==> config.mk <==
export PLATFORM = sky130hd
export DESIGN_NAME = binary_raster_rectangle_finder
export DESIGN_NICKNAME = d
export VERILOG_FILES = /design/src/rtl/core/brrf_pkg.sv /design/src/rtl/core/brrf_front.sv /design/src/rtl/core/brrf_queue.sv /design/src/rtl/core/brrf_back.sv /design/src/rtl/core/binary_raster_rectangle_finder.sv
export SDC_FILE = /design/constraint.sdc
export NUM_CORES = 1
export LEC_CHECK = 0
export BUFFER_PORTS_ARGS = -buffer_cell sky130_fd_sc_hd__buf_2
export CAP_MARGIN = 10
export CORE_MARGIN = 5
export CORE_UTILIZATION = 51
export CTS_CLUSTER_DIAMETER = 120
export CTS_CLUSTER_SIZE = 12
export DETAILED_ROUTE_END_ITERATION = 8
export PLACE_DENSITY = 0.78
export SETUP_SLACK_MARGIN = 0.4
export SKIP_CTS_REPAIR_TIMING = 1
export SLEW_MARGIN = 20
export SYNTH_ARGS = -nofsm -noshare
export SYNTH_HDL_FRONTEND = slang
export SYNTH_HIERARCHICAL = 1
export SYNTH_SLANG_ARGS = --single-unit
==> constraint.sdc <==
create_clock -name i_clk -period 9.74 [get_ports i_clk]
set_clock_uncertainty 0.15 [all_clocks]
set_input_delay 0.487 -clock i_clk [delete_from_list [all_inputs] [get_ports i_clk]]
set_output_delay 0.487 -clock i_clk [all_outputs]
set_load 0.02 [all_outputs]
==> src/rtl/core/brrf_pkg.sv <==
`timescale 1ns / 1ps

package brrf_pkg;

    localparam int MAX_WIDTH = 64;
    localparam int ROW_BITS  = 16;
    localparam int COL_BITS  = $clog2(MAX_WIDTH);
    localparam int CNT_BITS  = COL_BITS + 1;
    localparam int CFG_BITS  = 7;
    localparam int HGT_BITS  = ROW_BITS + 1;
    localparam int Q_DEPTH   = 2;
    localparam int Q_BITS    = $clog2(Q_DEPTH);
    localparam int QCNT_BITS = $clog2(Q_DEPTH + 1);

    localparam logic [CFG_BITS-1:0] WIDTH_RESET = CFG_BITS'(MAX_WIDTH);

    // One rectangle job: the run pattern of a closed chunk and its row span.
    typedef struct packed {
        logic [MAX_WIDTH-1:0] bits;
        logic [ROW_BITS-1:0]  top;
        logic [ROW_BITS-1:0]  bottom;
        logic                 last_job;
    } t_job;

    typedef struct packed {
        logic full;
        logic empty;
    } t_q_status;

    typedef enum logic [1:0] {
        ST_IDLE = 2'b01,
        ST_SCAN = 2'b10
    } t_back_state;

endpackage

==> src/rtl/core/brrf_front.sv <==
`timescale 1ns / 1ps

module brrf_front import brrf_pkg::*; (
    input  logic                i_clk,
    input  logic                i_rst_n,
    input  logic                i_valid,
    output logic                o_stall,
    input  logic                i_pixel,
    input  logic                i_last_of_image,
    input  logic                i_cfg_we,
    input  logic [CFG_BITS-1:0] i_cfg_data,
    output logic                o_push,
    output t_job                o_job,
    input  t_q_status           i_q
);

    logic [CFG_BITS-1:0]  r_row_width;
    logic [MAX_WIDTH-1:0] r_cur, n_cur;
    logic [MAX_WIDTH-1:0] r_ref, n_ref;
    logic [COL_BITS-1:0]  r_col, n_col;
    logic [ROW_BITS-1:0]  r_row, n_row;
    logic [ROW_BITS-1:0]  r_start, n_start;
    logic                 r_open, n_open;
    logic                 r_pa_vld, n_pa_vld;
    logic                 r_pb_vld, n_pb_vld;
    t_job                 r_ja, n_ja;
    t_job                 r_jb, n_jb;

    logic [CFG_BITS-1:0]  w_eff;
    logic [MAX_WIDTH-1:0] mask;
    logic [MAX_WIDTH-1:0] cur_set;
    logic [MAX_WIDTH-1:0] curm;
    logic [MAX_WIDTH-1:0] refm;
    logic                 accept;
    logic                 row_done;
    logic                 differ;
    logic                 open1;
    logic                 open2;
    logic                 has_b;

    always_comb begin
        if (r_row_width == '0) begin
            w_eff = CFG_BITS'(1);
        end else if (r_row_width > CFG_BITS'(MAX_WIDTH)) begin
            w_eff = CFG_BITS'(MAX_WIDTH);
        end else begin
            w_eff = r_row_width;
        end
        for (int i = 0; i < MAX_WIDTH; i++) begin
            mask[i] = (CFG_BITS'(i) < w_eff);
        end
    end

    assign o_stall  = r_pa_vld | r_pb_vld;
    assign accept   = i_valid && !o_stall;
    assign cur_set  = r_cur | (MAX_WIDTH'(i_pixel) << r_col);
    assign row_done = i_last_of_image || !((CFG_BITS'(r_col) + CFG_BITS'(1)) < w_eff);
    assign curm     = cur_set & mask;
    assign refm     = r_ref & mask;
    assign differ   = r_open && (curm != refm);
    assign open1    = r_open && !differ;
    assign open2    = open1 || (curm != '0);
    assign has_b    = i_last_of_image && open2;

    assign o_push = o_stall && !i_q.full;
    assign o_job  = r_pa_vld ? r_ja : r_jb;

    always_comb begin
        n_cur    = r_cur;
        n_ref    = r_ref;
        n_col    = r_col;
        n_row    = r_row;
        n_start  = r_start;
        n_open   = r_open;
        n_pa_vld = r_pa_vld;
        n_pb_vld = r_pb_vld;
        n_ja     = r_ja;
        n_jb     = r_jb;

        // Pending jobs drain into the queue one per cycle while it is not full, the older first.
        if (o_push) begin
            if (r_pa_vld) begin
                n_pa_vld = 1'b0;
            end else begin
                n_pb_vld = 1'b0;
            end
        end

        if (accept) begin
            if (!row_done) begin
                n_cur = cur_set;
                n_col = r_col + COL_BITS'(1);
            end else begin
                n_cur = '0;
                n_col = '0;
                // The old chunk closes on a differing row, bottom is the row before.
                n_pa_vld = differ;
                n_ja     = '{bits: refm, top: r_start, bottom: r_row - ROW_BITS'(1),
                             last_job: !has_b};
                n_pb_vld = has_b;
                n_jb     = '{bits: open1 ? refm : curm, top: open1 ? r_start : r_row,
                             bottom: r_row, last_job: 1'b1};
                if (!open1 && (curm != '0)) begin
                    n_ref   = curm;
                    n_start = r_row;
                end
                if (i_last_of_image) begin
                    n_open = 1'b0;
                    n_row  = '0;
                end else begin
                    n_open = open2;
                    n_row  = r_row + ROW_BITS'(1);
                end
            end
        end
    end

    always_ff @(posedge i_clk) begin
        if (!i_rst_n) begin
            r_row_width <= WIDTH_RESET;
            r_cur       <= '0;
            r_ref       <= '0;
            r_col       <= '0;
            r_row       <= '0;
            r_start     <= '0;
            r_open      <= 1'b0;
            r_pa_vld    <= 1'b0;
            r_pb_vld    <= 1'b0;
        end else begin
            if (i_cfg_we) begin
                r_row_width <= i_cfg_data;
            end
            r_cur    <= n_cur;
            r_ref    <= n_ref;
            r_col    <= n_col;
            r_row    <= n_row;
            r_start  <= n_start;
            r_open   <= n_open;
            r_pa_vld <= n_pa_vld;
            r_pb_vld <= n_pb_vld;
        end
    end

    always_ff @(posedge i_clk) begin
        r_ja <= n_ja;
        r_jb <= n_jb;
    end

endmodule

==> src/rtl/core/brrf_queue.sv <==
`timescale 1ns / 1ps

module brrf_queue import brrf_pkg::*; (
    input  logic      i_clk,
    input  logic      i_rst_n,
    input  logic      i_push,
    input  t_job      i_job,
    input  logic      i_pop,
    output t_job      o_job,
    output t_q_status o_q
);

    t_job                 r_mem [Q_DEPTH];
    logic [Q_BITS-1:0]    r_wp;
    logic [Q_BITS-1:0]    r_rp;
    logic [QCNT_BITS-1:0] r_cnt;

    assign o_job   = r_mem[r_rp];
    assign o_q.full  = (r_cnt == QCNT_BITS'(Q_DEPTH));
    assign o_q.empty = (r_cnt == '0);

    always_ff @(posedge i_clk) begin
        if (!i_rst_n) begin
            r_wp  <= '0;
            r_rp  <= '0;
            r_cnt <= '0;
        end else begin
            if (i_push) begin
                r_wp <= r_wp + Q_BITS'(1);
            end
            if (i_pop) begin
                r_rp <= r_rp + Q_BITS'(1);
            end
            if (i_push && !i_pop) begin
                r_cnt <= r_cnt + QCNT_BITS'(1);
            end else if (!i_push && i_pop) begin
                r_cnt <= r_cnt - QCNT_BITS'(1);
            end
        end
    end

    always_ff @(posedge i_clk) begin
        if (i_push) begin
            r_mem[r_wp] <= i_job;
        end
    end

`ifndef ASSERT_OFF
    a_no_push_full: assert property (@(posedge i_clk) disable iff (!i_rst_n)
        i_push |-> !o_q.full)
        else $error("queue written while full");
    a_no_pop_empty: assert property (@(posedge i_clk) disable iff (!i_rst_n)
        i_pop |-> !o_q.empty)
        else $error("queue read while empty");
    a_cnt_range: assert property (@(posedge i_clk) disable iff (!i_rst_n)
        r_cnt <= QCNT_BITS'(Q_DEPTH))
        else $error("queue count past its depth");
`endif

endmodule

==> src/rtl/core/brrf_back.sv <==
`timescale 1ns / 1ps

module brrf_back import brrf_pkg::*; (
    input  logic                i_clk,
    input  logic                i_rst_n,
    input  t_job                i_job,
    input  t_q_status           i_q,
    output logic                o_pop,
    output logic                o_valid,
    input  logic                i_stall,
    output logic [COL_BITS-1:0] o_col_lo,
    output logic [ROW_BITS-1:0] o_top_row,
    output logic [COL_BITS-1:0] o_col_hi,
    output logic [ROW_BITS-1:0] o_bottom_row,
    output logic [CNT_BITS-1:0] o_rect_width,
    output logic [HGT_BITS-1:0] o_rect_height,
    output logic                o_last_of_burst
);

    t_back_state          r_state;
    logic [MAX_WIDTH-1:0] r_bits;
    logic [ROW_BITS-1:0]  r_top;
    logic [ROW_BITS-1:0]  r_bot;
    logic                 r_lastj;
    logic [CNT_BITS-1:0]  r_col;
    logic [COL_BITS-1:0]  r_start;
    logic                 r_in_run;
    logic                 r_o_vld;

    logic                 done;
    logic                 emit;
    logic                 can_load;
    logic                 step;
    logic [ROW_BITS-1:0]  span;

    // The pattern shifts right, so bit 0 is always the column under scan.
    assign done     = (r_bits == '0) && !r_in_run;
    assign emit     = r_in_run && !r_bits[0];
    assign can_load = !r_o_vld || !i_stall;
    assign step     = (r_state == ST_SCAN) && !done && (!emit || can_load);
    assign o_pop    = (r_state == ST_IDLE) && !i_q.empty;
    assign o_valid  = r_o_vld;
    // Row numbers wrap, so the span is taken at row width before it grows.
    assign span     = r_bot - r_top;

    always_ff @(posedge i_clk) begin
        if (!i_rst_n) begin
            r_state  <= ST_IDLE;
            r_in_run <= 1'b0;
            r_o_vld  <= 1'b0;
        end else begin
            if (emit && step) begin
                r_o_vld <= 1'b1;
            end else if (!i_stall) begin
                r_o_vld <= 1'b0;
            end
            unique case (r_state)
                ST_IDLE: begin
                    if (o_pop) begin
                        r_state  <= ST_SCAN;
                        r_in_run <= 1'b0;
                    end
                end
                ST_SCAN: begin
                    if (done) begin
                        r_state <= ST_IDLE;
                    end else if (step) begin
                        if (r_bits[0]) begin
                            r_in_run <= 1'b1;
                        end else begin
                            r_in_run <= 1'b0;
                        end
                    end
                end
                default: begin
                    r_state <= ST_IDLE;
                end
            endcase
        end
    end

    always_ff @(posedge i_clk) begin
        if (o_pop) begin
            r_bits  <= i_job.bits;
            r_top   <= i_job.top;
            r_bot   <= i_job.bottom;
            r_lastj <= i_job.last_job;
            r_col   <= '0;
        end else if (step) begin
            r_bits <= r_bits >> 1;
            r_col  <= r_col + CNT_BITS'(1);
            if (r_bits[0] && !r_in_run) begin
                r_start <= r_col[COL_BITS-1:0];
            end
        end
        if (emit && step) begin
            o_col_lo        <= r_start;
            o_top_row       <= r_top;
            o_col_hi        <= COL_BITS'(r_col - CNT_BITS'(1));
            o_bottom_row    <= r_bot;
            o_rect_width    <= r_col - CNT_BITS'(r_start);
            o_rect_height   <= HGT_BITS'(span) + HGT_BITS'(1);
            o_last_of_burst <= r_lastj && (r_bits == '0);
        end
    end

`ifndef ASSERT_OFF
    // A run that reaches the last column is closed one step past the row end.
    a_col_range: assert property (@(posedge i_clk) disable iff (!i_rst_n)
        (r_state == ST_SCAN) |-> (r_col <= CNT_BITS'(MAX_WIDTH + 1)))
        else $error("scan column past row end");
    a_rect_from_scan: assert property (@(posedge i_clk) disable iff (!i_rst_n)
        $rose(r_o_vld) |-> $past(r_state == ST_SCAN))
        else $error("rectangle produced outside a scan");
    a_hold_stalled: assert property (@(posedge i_clk) disable iff (!i_rst_n)
        (o_valid && i_stall) |=> (o_valid && $stable(o_col_lo) && $stable(o_col_hi)
                                  && $stable(o_top_row) && $stable(o_bottom_row)
                                  && $stable(o_last_of_burst)))
        else $error("stalled rectangle changed");
`endif

endmodule

==> src/rtl/core/binary_raster_rectangle_finder.sv <==
`timescale 1ns / 1ps

// Binary raster rectangle finder. Pixels arrive one per cycle in row order and
// are taken at one per cycle while the input is not stalled; a row that closes a
// chunk of identical rows raises one rectangle job, or two when the image ends on
// a differing row that has set pixels, and stalls the input until its jobs have
// entered the queue. Each job waits in a two-entry queue and is drained by a
// scanner that walks the row pattern one column per cycle while the output is not
// stalled, and a job holds the scanner until its last run of ones is closed;
// rectangles leave through a registered output. The front stalls whenever a job
// is still pending. The user must write row_width only while the block is idle;
// the block does not enforce this. 0 acts as 1 and values above 64 act as 64.
module binary_raster_rectangle_finder import brrf_pkg::*; (
    input  logic                i_clk,
    input  logic                i_rst_n,
    input  logic                i_valid,
    output logic                o_stall,
    input  logic                i_pixel,
    input  logic                i_last_of_image,
    input  logic                i_cfg_we,
    input  logic [CFG_BITS-1:0] i_cfg_data,
    output logic                o_valid,
    input  logic                i_stall,
    output logic [COL_BITS-1:0] o_col_lo,
    output logic [ROW_BITS-1:0] o_top_row,
    output logic [COL_BITS-1:0] o_col_hi,
    output logic [ROW_BITS-1:0] o_bottom_row,
    output logic [CNT_BITS-1:0] o_rect_width,
    output logic [HGT_BITS-1:0] o_rect_height,
    output logic                o_last_of_burst
);

    logic      push;
    logic      pop;
    t_job      push_job;
    t_job      head_job;
    t_q_status q_status;

    brrf_front u_front (
        .i_clk           (i_clk),
        .i_rst_n         (i_rst_n),
        .i_valid         (i_valid),
        .o_stall         (o_stall),
        .i_pixel         (i_pixel),
        .i_last_of_image (i_last_of_image),
        .i_cfg_we        (i_cfg_we),
        .i_cfg_data      (i_cfg_data),
        .o_push          (push),
        .o_job           (push_job),
        .i_q             (q_status)
    );

    brrf_queue u_queue (
        .i_clk   (i_clk),
        .i_rst_n (i_rst_n),
        .i_push  (push),
        .i_job   (push_job),
        .i_pop   (pop),
        .o_job   (head_job),
        .o_q     (q_status)
    );

    brrf_back u_back (
        .i_clk           (i_clk),
        .i_rst_n         (i_rst_n),
        .i_job           (head_job),
        .i_q             (q_status),
        .o_pop           (pop),
        .o_valid         (o_valid),
        .i_stall         (i_stall),
        .o_col_lo        (o_col_lo),
        .o_top_row       (o_top_row),
        .o_col_hi        (o_col_hi),
        .o_bottom_row    (o_bottom_row),
        .o_rect_width    (o_rect_width),
        .o_rect_height   (o_rect_height),
        .o_last_of_burst (o_last_of_burst)
    );

endmodule
# Yosys cells after proc, flatten, opt, wreduce, memory -nomap -nowiden
# Memories as Yosys holds them, arrays and structs flattened. A register that Yosys moved wholly into a read port is not among the register bits.
# Index checks and enable logic that the tools add are counted.
# op_classes
addsub	13
shifts	1
magnitude_cmp	66
bitwise	5
mux	34
reduce_logical	47
eq_ne	9
# ops
cell	count
64-bit 2-to-1 mux	4
6-bit by 7-bit less-than comparator with 1-bit output, first input constant	32
64-bit AND	2
5-bit by 7-bit less-than comparator with 1-bit output, first input constant	16
97-bit 2-to-1 mux	1
64-bit zero test	1
64-bit != test	1
64-bit bitwise OR	1
64-bit nonzero test	1
1-bit by 6-bit left shift with 64-bit output	1
4-bit by 7-bit less-than comparator with 1-bit output, first input constant	8
16-bit 2-to-1 mux	2
3-bit by 7-bit less-than comparator with 1-bit output, first input constant	4
1-bit 2-to-1 mux	18
16-bit by 1-bit adder with 17-bit output, second input constant	1
16-bit by 1-bit adder with 16-bit output, second input constant	1
1-bit logical AND	16
16-bit by 1-bit subtractor with 16-bit output, second input constant	1
16-bit subtractor	1
1-bit zero test	15
1-bit by 7-bit less-than comparator with 1-bit output, first input constant	2
2-bit by 7-bit less-than comparator with 1-bit output, first input constant	2
7-bit 2-to-1 mux	2
2-bit 2-to-1 mux	4
other kinds (26)	38
# totals
in_bits	14
memories	1
ramBits	194
regBits	556
output_inout_bits	71
word_cells	211
# mem_list
name	words	width	rd	rd_clocked_by_memory_dff	write_ports	line_no	source
u_queue.r_mem	2	97	1	1	1	brrf_queue.sv:13	t_job r_mem [Q_DEPTH];

# Depth between registers and ports, before layout
# Gate-level depths: netlist of run 1.
# depth
ltp_word	13
depth_mapped	18
ltp_nobuf	12

# Hierarchy
# The synthesis of run 1 kept the hierarchy.
# modules_own_cells
mod	cells_each	instances	seq_area_each_um2	area_each_um2
brrf_front	1697	1	9318.9	17346.6
brrf_back	519	1	5385.2	7960.1
brrf_queue	324	1	5925.7	7333.3

# Worst setup path after synthesis of run 1
# Ideal clock, no wire load.
# synth_path
path_kind	reg2reg
startpoint	register u_front.r_row_width[6]
endpoint	register u_front.r_row[13]
setup_ns	0.066
arrival_ns	8.699
path_buffers	6
path_stages_with_launch	18
required_ns	9.524
period_less_slack_ns	8.915
slack_ns	0.825
path_cell_list	dfxtp_1 -> buf_2 -> buf_2 -> inv_1 -> clkbuf_1 -> buf_1 -> nand2_1 -> ha_1 -> inv_1 -> a31oi_1 -> o21a_1 -> o211ai_1 -> a21oi_1 -> clkbuf_1 -> buf_1 -> nand4_1 -> xor2_1 -> nor2_1
# synth_via
elab_chain_len	7
word_cells_on_any_way	8
cone_classes	2 x order compare; 2 x mux; 4 x reduce/logical
# synth_lines
element	line_no	source
start, declared	brrf_front.sv:17	logic [CFG_BITS-1:0] r_row_width;
start signal, assigned	brrf_front.sv:131	r_row_width <= i_cfg_data;
7-bit > comparator	brrf_front.sv:44	end else if (r_row_width > CFG_BITS'(MAX_WIDTH)) begin
7-bit 2-to-1 mux	brrf_front.sv:44	
7-bit 2-to-1 mux *	brrf_front.sv:42	if (r_row_width == '0) begin
7-bit less-than comparator *	brrf_front.sv:57	assign row_done = i_last_of_image || !((CFG_BITS'(r_col) + CFG_BITS'(1)) < w_eff);
1-bit zero test *	brrf_front.sv:57	
1-bit logical OR *	brrf_front.sv:57	
2-bit AND reduction (no line) *	-	
end signal, assigned	brrf_front.sv:136	r_row <= n_row;
end, declared	brrf_front.sv:21	logic [ROW_BITS-1:0] r_row, n_row;
# Mark *: on every way between the ends. The rest lies on a longest branch, timed or not.
# A chain may end at the register's enable or synchronous reset.

# Final worst setup path of run 1
# layout_path
startpoint	register u_front.r_col[5]
endpoint	register u_front.r_ref[0]
# layout_via
elab_chain_len	10
word_cells_on_any_way	15
cone_classes	1 x add/sub; 1 x order compare; 1 x eq/ne; 1 x shift; 2 x bitwise; 9 x reduce/logical
# layout_lines
element	line_no	source
start, declared	brrf_front.sv:20	logic [COL_BITS-1:0] r_col, n_col;
start signal, assigned	brrf_front.sv:135	r_col <= n_col;
parallel branches: the longest is 10 deep, another holds 6-bit by 1-bit adder with 7-bit output	-	
end signal, assigned	brrf_front.sv:134	r_ref <= n_ref;
end, declared	brrf_front.sv:19	logic [MAX_WIDTH-1:0] r_ref, n_ref;
# Several ways; the timed one is not identified.

==> out/metrics.cfg, run 1 <==
[layout]
diodes = 0
fillers = 4911
drive_gt1_frac = 0.195
multi_input_area_um2 = 11200
ff_latch_area_um2 = 20600
area_growth_pct = 9.96
design_area_um2 = 35900
stdcell_count = 3462
nets = 2616

[floorplanning]
core_area_um2 = 63200
design.die.area_um2 = 69200
dieWidth_um = 263
initial_core_util = 0.516
row_count = 92
die_h_um = 263
num_io_pins = 85

[clock_tree]
tritoncts = yes
cts_made_buffers = 72
htree_levels = 3
clock-sinks = 751
clockBufferDepth = 3
clk_latency_ns = 0.62
clk_pin_slew_ns = 0.06
cts_root_buf = clkbuf_16

[routing]
dr.pass1.iters = 5
top_layer = met5
wl_met1_um = 35800
drt_wl_total_um = 83000
wl_per_cell_um = 24.0
drc = 0
vias = 21100
detail_route.vias_per_cell = 6.09
drtIter0Drc = 2536
ant_nets = 0
wl_met2_um = 36800
route.met3.wl_um = 7540

[sta]
worst_pin_slew_ns = 1.11
period_share = 0.588
finalHoldViolCount = 1
setup_tns_ns = 0
hold_slack_ns = -0.0113
period_needed_ns = 5.73
relSlewSlack = 0.262
fin_ws_ns = 4.01
setup_viol = 0
max_freq_mhz = 175
slew_viol_final = 0
rsz0062_at_grt = false

[hold_path]
hp-class = primary input to flip-flop
holdCritStartpoint = i_cfg_data[5]
hold-path-endpoint = u_front/r_row_width[5]
whs_path_depth = 3

[yosys]
yosys_warnings = 6
synth_cell_types = 97
synth_seq_area_share = 0.632
avgSynthCellArea_um2 = 12.9
synth_cells = 2540
yosys.area_share.xor_xnor = 0.0252
synthMuxAreaShare = 0.100
netlist.area_leader.share = 0.514
synthTopCellsByArea = edfxtp_1, dfxtp_1, mux2_2
synth-compound-area-share = 0.0819
yosysMostFrequentCell = edfxtp_1
syn_nets = 2589
synth-adder-area-share = 0.0139
synthArstFlopShare = 0
synth_edf_count = 559
synth_area_um2 = 32600
synthSimpleGateAreaFrac = 0.119
synth_commonest_cells = edfxtp_1, mux2_2, dfxtp_1, a21oi_1, nor2_1
synth_top_family_by_area = simple AND/OR/NAND/NOR gates
synthFlopType = edfxtp_1
ys_seq_elements = 751
yosysTopAreaCell = edfxtp_1

[power_and_ir_drop]
leakage_nw = 12.5
peakVddDrop_uv = 162
finalPower_mw = 8.40
p_per_area_nw_per_um2 = 234

[placement]
dp_cells = 3334
place_area_um2 = 33700
place_congestion = 1.00
place_hpwl_um = 58000
io_buffers = 84
dp_slack_ns = 4.19

[critical_path]
critPathLaunchType = flip-flop
reg2reg_from = u_front/r_col[5]
worst-r2r-setup-slack_ns = 4.01
crit_arrival_ns = 6.09
required_ns = 10.10
cp_max_fo = 48
rr_endpoint = u_front/r_ref[0]
reg2regPathDepth = 10
path_class = flip-flop to flip-flop
end_kind = flip-flop

[grt]
track_usage = 0.233
grt_start_max_net_pins = 192
grt_pass1_wl_um = 126000
antenna_found_initial = 2
grt_overflow = 0
grt_pass1_vias = 20200

[flow_run]
drv_cap = 0

[run_status]
violations = negative hold slack
status = finished, violations left

[power breakdown]
group | internal [mW] | switching (mW)
Sequential | 3.95 | 0.218
Clock | 1.41 | 1.18
Combinational | 0.699 | 0.957
Total | 6.05 | 2.35
[layout by cell type (no fill, tap or decap), types with 20 or more instances in the layout]
cell and instances:
edfxtp_1 559, mux2_2 242, dfxtp_1 190, a21oi_1 167
nor2_1 158, nand2_1 141, nand4_1 103, buf_2 83
o21ai_1 79, clkbuf_16 72, inv_1 56, xnor2_1 48
and2_1 48, nor3_1 45, nor2b_1 44, xor2_1 44
clkbuf_1 43, nor4_1 37, a31oi_1 34, ha_1 33
mux2_4 30, o21ai_0 27, buf_4 26, nand3_1 26
a21o_1 22, and3_1 20
[metal layers]
metal / track usage / vias up
li1: - / 9549
met3: 0.0523 / 164
met2: 0.347 / 989
met4: 0.0752 / 2
met1: 0.342 / 10400
met5: 0 / -
[metrics by stage]
| step | hold slack (ns) | util |
|---|---|---|
| global placement | 0.282 | 0.533 |
| floorplan | 0.256 | - |
| detailed placement | 0.285 | 0.533 |
| CTS | -0.0702 | 0.567 |
| finish | -0.0113 | 0.568 |
| global route | 0.00466 | 0.568 |
[final cells by class]
class / instances / share of cell area
well taps: 846 / 0.0295
flip-flops and latches: 751 / 0.575
inverters: 57 / 0.00603
repair buffers: 115 / 0.0192
clock buffers: 115 / 0.0547
clock inverters: 8 / 0.00481
multi-input cells: 1570 / 0.311
[worst max path at each step]
stage / slack, ns / to / startpoint / cells after the start
final: 4.01 / u_front/r_ref[0] / u_front/r_col[5] / 10
after global routing: 3.70 / u_front/r_ref[0] / u_front/r_col[5] / 10
after CTS: 4.15 / u_front/r_ref[62] / u_front/r_col[5] / 10
after detailed placement: 4.19 / u_front/r_start[15] / u_front/r_col[5] / 10
after global placement: 4.12 / u_front/r_start[15] / u_front/r_col[5] / 10
after floorplan: 0.83 / u_front/r_row[13] / u_front/r_row_width[6] / 17
[cell families after synthesis]
group | after synthesis
flip-flops | 751
XOR/XNOR | 93
AO/OA/AOI/OAI | 440
AND/OR/NAND/NOR | 721
multiplexers | 281
buffers and inverters | 219
adder cells (fa/ha/maj) | 35
[worst max-delay path, stage by stage (launching register included)]
cell,delay (ns)
dfxtp_1,0.87
nor4b_2,0.71
a21oi_1,0.22
xor2_1,0.27
o2111ai_1,0.15
or4_1,0.57
nor4_2,0.47
nand4_4,0.67
and2_2,0.75
buf_4,0.45
o211a_1,0.28
[state kept, by name (all words and copies together), names as in the netlist, 17 cells and up, named ones only]
| signal | count |
|---|---|
| u_front/r_ja | 97 |
| u_front/r_cur | 64 |
| u_front/r_jb | 96 |
| u_back/r_bits | 64 |
| u_front/r_ref | 64 |
| u_back/o_rect_height | 17 |
| u_queue/r_mem | 194 |
Note: power is estimated with default switching activity, not from simulation.
==> run 2: changes to the inputs <==
--- a/config.mk
+++ b/config.mk
@@ -12,7 +12,7 @@
 export CTS_CLUSTER_DIAMETER = 120
 export CTS_CLUSTER_SIZE = 12
 export DETAILED_ROUTE_END_ITERATION = 8
-export PLACE_DENSITY = 0.78
+export PLACE_DENSITY = 0.81
 export SETUP_SLACK_MARGIN = 0.4
 export SKIP_CTS_REPAIR_TIMING = 1
 export SLEW_MARGIN = 20
==> constraint.sdc (replaced) <==
create_clock -name i_clk -period 5.1 [get_ports i_clk]
set_clock_uncertainty 0.15 [all_clocks]
set_input_delay 0.255 -clock i_clk [delete_from_list [all_inputs] [get_ports i_clk]]
set_output_delay 0.255 -clock i_clk [all_outputs]
set_load 0.02 [all_outputs]
==> run 2 against run 1 <==
  * Maximum frequency is 26% higher
  * Count of clock-buffer cells in the layout is 7 higher
  * Core utilization is 0.70 points higher
  * Via count is 1.8% higher
  * The flow now finishes without violations
  * Sequential share of layout area is 0.70 points lower
  * Design area is 1.2% higher
  * Non-clock buffer count is 42 higher
  * Register-to-register slack worse by 3.5 ns
  * First-iteration DRC count is 2.7% lower
==> out/metrics.cfg, run 2 (synthesis gave the netlist of run 1 again) <==
[run_status]
status = finished, final reports clean

[floorplanning]
num_io_pins = 85
core_area_um2 = 63200
die_h_um = 263
initial_core_util = 0.516
dieWidth_um = 263
design.die.area_um2 = 69200
row_count = 92

[grt]
grt_pass1_wl_um = 127000
grt_start_max_net_pins = 128
track_usage = 0.237
grt_pass1_vias = 20500
grt_overflow = 0
antenna_found_initial = 0

[sta]
worst_pin_slew_ns = 1.13
period_share = 0.895
setup_viol = 0
fin_ws_ns = 0.535
relSlewSlack = 0.246
max_freq_mhz = 219
hold_slack_ns = 0.0366
rsz0062_at_grt = false
slew_viol_final = 0
period_needed_ns = 4.56
finalHoldViolCount = 0
setup_tns_ns = 0

[routing]
drt_wl_total_um = 85200
ant_nets = 0
wl_per_cell_um = 24.2
detail_route.vias_per_cell = 6.11
vias = 21400
drtIter0Drc = 2467
dr.pass1.iters = 5
drc = 0

[layout]
ff_latch_area_um2 = 20600
drive_gt1_frac = 0.203
layout_commonest_cell = edfxtp_1
regMostFlops = u_queue/r_mem
postLayoutCoreUtil = 0.575
largest_register_ffs = 194
nets = 2658
final_cell_mix = edfxtp_1, mux2_2, dfxtp_1, a21oi_1, nor2_1
stdcell_count = 3512
multi_input_area_um2 = 11200
design_area_um2 = 36300
reg_top3 = u_queue/r_mem: 194 flops, u_front/r_ja: 97 flops, u_front/r_jb: 96 flops
fillers = 4817
area_growth_pct = 11.3

[power_and_ir_drop]
leakage_nw = 12.7
combPwrFrac = 0.198
intPower_mw = 11.6
seqPwrFrac = 0.493
clockPowerShare = 0.309
peakVddDrop_uv = 296
swShare = 0.281
finalPower_mw = 16.2
p_per_area_nw_per_um2 = 445
switching_power_mw = 4.54

[placement]
dp_slack_ns = 0.642
io_buffers = 84
place_hpwl_um = 59700
dp_cells = 3364
place_congestion = 1.01
place_area_um2 = 34000

[hold_path]
hp-class = primary input to flip-flop
whs_path_depth = 4

[clock_tree]
cts_root_buf = clkbuf_16
htree_levels = 3
cts_made_buffers = 72
clk_latency_ns = 0.64
tritoncts = yes
clockBufferDepth = 3
clock-sinks = 751
clk_pin_slew_ns = 0.06

[flow_run]
drv_cap = 0

[critical_path]
critPathLaunchType = flip-flop
crit_arrival_ns = 4.97
reg2regPathDepth = 11
end_kind = flip-flop
path_class = flip-flop to flip-flop
cp_max_fo = 52
required_ns = 5.51

run 2: worst paths after layout:
path | slack [ns] | endpoint | from
hold / removal | 0.04 | u_front/r_col[3] | i_valid
setup reg to reg | 0.54 | u_front/r_ref[15] | u_front/r_col[3]
setup / recovery | 0.54 | u_front/r_ref[15] | u_front/r_col[3]
hold reg to reg | 0.29 | u_back/o_col_lo[3] | u_back/r_start[3]
run 2: layout make-up:
cell class                 instances  share of cell area
multi-input combinational       1570               0.307
antenna                            1           0.0000689
sequential                       751               0.568
clock buffer                     122              0.0550
clock inverter                     8             0.00479
inverter                          57             0.00596
tap                              846              0.0291
timing repair buffer             157              0.0300
run 2: power by group through the flow:
stage / sequential [mW] / clock (mW) / combinational, mW
2_1_floorplan: 7.85 / 0 / 2.51
3_3_place_gp: 8.06 / 0 / 3.00
3_5_place_dp: 8.09 / 0 / 3.13
4_1_cts: 7.97 / 5.09 / 3.16
5_1_grt: 8.03 / 5.35 / 3.45
6_report: 7.97 / 4.99 / 3.21
run 2: critical path, stage by stage (launching register included):
cell and delay, ns:
dfxtp_1 0.85, and3b_1 0.48, a31oi_1 0.30, a21oi_1 0.60
nor4_1 0.18, nand4_1 0.22, nor4_1 0.10, buf_4 0.16
nor2b_4 0.42, buf_4 0.62, nand4_1 0.20, o21ai_1 0.15
run 2: layer usage:
| layer | up-vias | wire length (µm) | share of wire | global-route usage |
|---|---|---|---|---|
| met5 | - | 0 | 0 | 0 |
| met4 | 0 | 2550 | 0.030 | 0.0685 |
| met3 | 168 | 7050 | 0.083 | 0.0396 |
| met2 | 1055 | 38200 | 0.45 | 0.358 |
| met1 | 10600 | 37300 | 0.44 | 0.356 |
| li1 | 9644 | - | - | - |
